==> src/hw/rtl/vfc_pkg.sv <==
// ---------------------------------------------------------------------------
// vfc_pkg
// types, codes and helpers for the six-plane sphere cull block
// ---------------------------------------------------------------------------
package vfc_pkg;

    localparam int FRAC_BITS_DEF = 16;

    // item operation codes
    localparam logic OP_LOAD = 1'b0;
    localparam logic OP_TEST = 1'b1;

    // writing this entry rebuilds the planes
    localparam logic [3:0] LAST_ENTRY = 4'd15;

    typedef enum logic [4:0] {
        S_IDLE,
        S_CORNER_ACC,
        S_CORNER_DIV,
        S_CORNER_WAIT,
        S_PLANE_LOAD,
        S_PLANE_DIFF,
        S_CROSS_MUL,
        S_CROSS_ACC,
        S_MAG,
        S_SHIFT,
        S_SQ_MUL,
        S_SQ_ACC,
        S_SQRT,
        S_NORM_DIV,
        S_NORM_WAIT,
        S_DOT_MUL,
        S_DOT_ACC,
        S_PLANE_WRITE,
        S_TEST_MUL,
        S_TEST_ACC,
        S_TEST_CMP,
        S_OUT
    } t_state;

    // corner triple of each plane: left, right, top, bottom, near, far
    function automatic logic [2:0] tri_corner(input logic [2:0] pl, input logic [1:0] sel);
        logic [8:0] row;
        begin
            case (pl)
                3'd0:    row = {3'd4, 3'd0, 3'd2};
                3'd1:    row = {3'd1, 3'd5, 3'd7};
                3'd2:    row = {3'd4, 3'd5, 3'd1};
                3'd3:    row = {3'd2, 3'd3, 3'd7};
                3'd4:    row = {3'd0, 3'd1, 3'd3};
                default: row = {3'd5, 3'd4, 3'd6};
            endcase
            case (sel)
                2'd0:    return row[8:6];
                2'd1:    return row[5:3];
                default: return row[2:0];
            endcase
        end
    endfunction

    // clamp a 35-bit sum to 32 bits
    function automatic logic signed [31:0] sat32_35(input logic signed [34:0] v);
        begin
            if (v[34:31] == 4'b0000 || v[34:31] == 4'b1111) begin
                return v[31:0];
            end
            return v[34] ? 32'sh8000_0000 : 32'sh7FFF_FFFF;
        end
    endfunction

    // saturating 32-bit difference
    function automatic logic signed [31:0] sat_sub32(input logic signed [31:0] a,
                                                     input logic signed [31:0] b);
        logic signed [32:0] d;
        begin
            d = {a[31], a} - {b[31], b};
            if (d[32] != d[31]) begin
                return d[32] ? 32'sh8000_0000 : 32'sh7FFF_FFFF;
            end
            return d[31:0];
        end
    endfunction

    // clamp a 66-bit value to 48 bits
    function automatic logic signed [47:0] sat48(input logic signed [65:0] v);
        begin
            if (v[65:47] == '0 || v[65:47] == '1) begin
                return v[47:0];
            end
            return v[65] ? {1'b1, 47'd0} : {1'b0, {47{1'b1}}};
        end
    endfunction

endpackage

==> src/hw/rtl/vfc_div.sv <==
// ---------------------------------------------------------------------------
// vfc_div
// unsigned restoring divider, one quotient bit per cycle
// ---------------------------------------------------------------------------
module vfc_div #(
    parameter int DW = 32 + vfc_pkg::FRAC_BITS_DEF
) (
    input  logic          i_clk,
    input  logic          i_rst_n,
    input  logic          i_start,
    input  logic [DW-1:0] i_dividend,
    input  logic [31:0]   i_divisor,
    output logic          o_done,
    output logic [DW-1:0] o_quot
);

    localparam int CNTW = $clog2(DW + 1);

    logic            r_busy;
    logic            r_done;
    logic [CNTW-1:0] r_cnt;
    logic [31:0]     r_rem;
    logic [DW-1:0]   r_quo;
    logic [31:0]     r_dvs;

    logic [32:0]     w_rem_sh;
    logic            w_bit;
    logic [31:0]     w_rem;

    // one trial subtract a cycle
    assign w_rem_sh = {r_rem, r_quo[DW-1]};
    assign w_bit    = (w_rem_sh >= {1'b0, r_dvs});
    assign w_rem    = w_bit ? 32'(w_rem_sh - {1'b0, r_dvs}) : w_rem_sh[31:0];

    // control
    always_ff @(posedge i_clk) begin
        if (!i_rst_n) begin
            r_busy <= 1'b0;
            r_done <= 1'b0;
            r_cnt  <= '0;
        end else begin
            r_done <= 1'b0;
            if (i_start) begin
                r_busy <= 1'b1;
                r_cnt  <= CNTW'(DW);
            end else if (r_busy) begin
                r_cnt <= r_cnt - 1'b1;
                if (r_cnt == CNTW'(1)) begin
                    r_busy <= 1'b0;
                    r_done <= 1'b1;
                end
            end
        end
    end

    // remainder and quotient shift register
    always_ff @(posedge i_clk) begin
        if (i_start) begin
            r_rem <= '0;
            r_quo <= i_dividend;
            r_dvs <= i_divisor;
        end else if (r_busy) begin
            r_rem <= w_rem;
            r_quo <= {r_quo[DW-2:0], w_bit};
        end
    end

    assign o_done = r_done;
    assign o_quot = r_quo;

endmodule

==> config.mk <==
export PLATFORM = sky130hd
export DESIGN_NAME = vfc_div
export DESIGN_NICKNAME = d
export VERILOG_FILES = /design/src/hw/rtl/vfc_pkg.sv /design/src/hw/rtl/vfc_div.sv
export SDC_FILE = /design/constraint.sdc
export NUM_CORES = 1
export LEC_CHECK = 0
export BUFFER_PORTS_ARGS = -buffer_cell sky130_fd_sc_hd__buf_2
export CORE_ASPECT_RATIO = 0.7
export CORE_MARGIN = 5
export CORE_UTILIZATION = 28
export DETAILED_ROUTE_END_ITERATION = 8
export RECOVER_POWER = 50
export SETUP_SLACK_MARGIN = 0.1
export SLEW_MARGIN = 20
export SYNTH_ARGS = -nofsm -noshare
export SYNTH_HDL_FRONTEND = slang
export SYNTH_SLANG_ARGS = --single-unit
==> constraint.sdc <==
create_clock -name i_clk -period 3.85 [get_ports i_clk]
set_input_delay 1.155 -clock i_clk [delete_from_list [all_inputs] [get_ports i_clk]]
set_output_delay 1.155 -clock i_clk [all_outputs]
set_load 0.02 [all_outputs]
==> results.toml <==
[status]
status = "finished clean"

[layout]
nets = 898
drive_above_1_share = 0.2787
antenna_cells = 0
final_core_util = 0.3497
syn2layout_area_growth_pct = 22.80

[global_routing]
busiest_layer = "met1"
antenna_found_initial = 2
use_met3 = 0.03913
grt-ovfl-total = 0
grt_usage = 0.1250
grt_max_degree = 66
met2_usage = 0.1718
gr-usage-met1 = 0.1891
grt_pass1_vias = 5190
grt_pass1_wl_mm = 27.90

[placement]
place.gp.congestion = 0.8258
port-buffer-count = 131
place_hpwl_mm = 12.36
dp_slack_ns = 0.8137

[worst_setup_path]
cp.required_ns = 3.95
crit_type = "input pin to register"
cp.arrival_ns = 3.25
worst_setup_path_end_kind = "register"
rrSetupSlack_ns = 0.74
path_max_fanout = 36
start_kind = "input pin"
crit_start = "i_start"
r2r_start = "r_dvs[10]"
worst_r2r_path_depth = 11
r2r_end = "r_rem[3]"

[logic_synthesis]
syn-cell-area_um2 = 6749
synth_common_cells = "80 x edfxtp_1, 69 x nand2_1, 52 x nor2_1"
yosys-top-cells-area = "edfxtp_1 36%, dfxtp_1 12%, mux2_2 7.8%"
synth_most_common_cell = "edfxtp_1"
synth_top_area_share = 0.3560
avgSynthCellArea_um2 = 10.19
synth_warnings = 0
synthFlopType = "edfxtp_1"
ys_seq_area_frac = 0.4746
synth_edf_count = 80
ys_seq_elements = 120
synth_cell_type_count = 55
syn_nets = 780
yosysTopAreaCell = "edfxtp_1"
synth_cells = 662
synthArstFlopShare = 0

[power]
ir_worst_vdd_mv = 0.3183
power_frac_seq = 0.380
sw_frac_of_total = 0.2921
p_int_w = 0.002947
pwr-share-comb = 0.218
clkPwrFrac = 0.403
p_per_area_nw_per_um2 = 502.3
power_leakage_nw = 3.507
power.switching_w = 0.001216

[clocking]
clk_latency_ns = 0.41
cts_tree = "yes"
clk_pin_slew_ns = 0.06
cts_resized = 0
cts_root_buffer = "clkbuf_16"
ctsHtreeMaxLevel = 4
cts_hold_buf = 0
cts_made_buffers = 17
cts_setup_buffers = 0
clockBufferDepth = 2
clock_sinks = 120

[timing]
fin_setup_tns_ns = 0
setup_violations = 0
post-route-period-util = 0.8183
rsz0062_at_grt = "false"
fmax_ghz = 0.3174
hold_viol = 0
fin_ws_ns = 0.6995
min_period_ns = 3.151
slew_violations = 0
finClkSkew_ns = 0.01010
worst_pin_slew_ns = 1.218
relSlewSlack = 0.1880

[die]
rows = 47
start_util = 0.2848
die_h_um = 139.9
die_area_um2 = 27360
core_um2 = 23700
num_io_pins = 132
die_x_um = 195.6

[hold_path]
min_to = "r_rem[10]"
holdCritStartpoint = "r_rem[9]"
holdPathStages = 2
hold_class = "register to register"

[routing]
vias = 5303
ant_nets = 0
drc_errors = 0
wl_per_cell_um = 15.32
drt_iter0_markers = 369
routed_wl_mm = 17.02
drt_pass1_iterations = 6
vias_per_cell = 4.773

[run]
drv_cap = 0
power by group through the flow:
| stage | combinational (W) | sequential [W] | clock (W) |
|---|---|---|---|
| after floorplan | 0.000597 | 0.00166 | 0 |
| after global placement | 0.000899 | 0.00160 | 0 |
| after detailed placement | 0.000900 | 0.00161 | 0 |
| after CTS | 0.000907 | 0.00158 | 0.00172 |
| after global routing | 0.00101 | 0.00160 | 0.00178 |
| final | 0.000906 | 0.00158 | 0.00168 |
metal layers:
metal,routed length [µm],share of wire,vias to the layer above
li1,-,-,2659
met3,1109,0.065,19
met5,26,0.0015,-
met4,140,0.0082,4
met1,8890,0.52,2485
met2,6848,0.40,136
cell type report:
cell class / count / area (µm²)
fillers: 2427 / 15410
repair buffers: 137 / 718.2
well taps: 318 / 397.9
flip-flops and latches: 120 / 3204
multi-input cells: 453 / 3167
inverters: 51 / 191.4
clock inverters: 14 / 180.2
clock buffers: 18 / 429.2
worst max path at each step:
stage	slack [ns]	endpoint	cells after the start
floorplan	0.86	o_quot[0]	3
global placement	0.85	r_rem[22]	11
detailed placement	0.81	r_rem[22]	11
CTS	0.79	r_rem[22]	11
global route	0.49	o_quot[0]	4
finish	0.70	o_quot[5]	4
registers in the layout, indices dropped and copies added (netlist names):
| register | cells |
|---|---|
| o_done | 1 |
| o_quot | 48 |
| r_busy | 1 |
| r_rem | 32 |
| r_cnt | 6 |
| r_dvs | 32 |
critical path, stage by stage:
cell      delay [ns]
clkbuf_1        0.87
inv_1           0.27
nand2_1         0.62
buf_12          0.30
per-stage QoR:
stage          cells  total power, W  hold WS, ns  instance area (µm²)
3_3_place_gp    1079        0.002501       0.4835                 7691
5_1_grt         1111        0.004390       0.5158                 8288
4_1_cts         1111        0.004206       0.4902                 8300
2_1_floorplan    662        0.002261       0.4578                 6749
3_5_place_dp    1079        0.002506       0.4880                 7691
6_report        1111        0.004163       0.4869                 8288
logic make-up (layout without fill, tap and decap cells):
| family | Yosys count | count (layout) | synth area share |
|---|---|---|---|
| compound gates | 156 | 156 | 0.1613 |
| simple gates | 188 | 188 | 0.1281 |
| buf+inv | 89 | 220 | 0.05617 |
| fa+ha+maj | 35 | 35 | 0.06600 |
| flops | 120 | 120 | 0.4746 |
| xor+xnor | 25 | 25 | 0.03244 |
| mux | 49 | 49 | 0.08139 |
layout by cell type, fill, tap and decap left out, types with 5 or more instances in the layout:
cell type	netlist	layout
nor2_1	52	52
nor3_1	6	6
a311oi_1	22	22
dfxtp_1	40	39
nor4_1	5	5
edfxtp_1	80	80
buf_2	14	127
nand3_1	16	16
o21a_1	6	6
a21boi_0	6	6
o21ai_0	22	22
a21o_1	16	16
mux2_2	47	47
inv_1	51	51
nand2_1	69	69
clkbuf_16	0	17
or3_1	6	6
clkbuf_1	16	5
a21oi_1	46	46
xnor2_1	15	15
ha_1	34	34
nand4_1	16	16
xor2_1	10	10
a211oi_1	6	6
(Power assumes the default switching activity.)
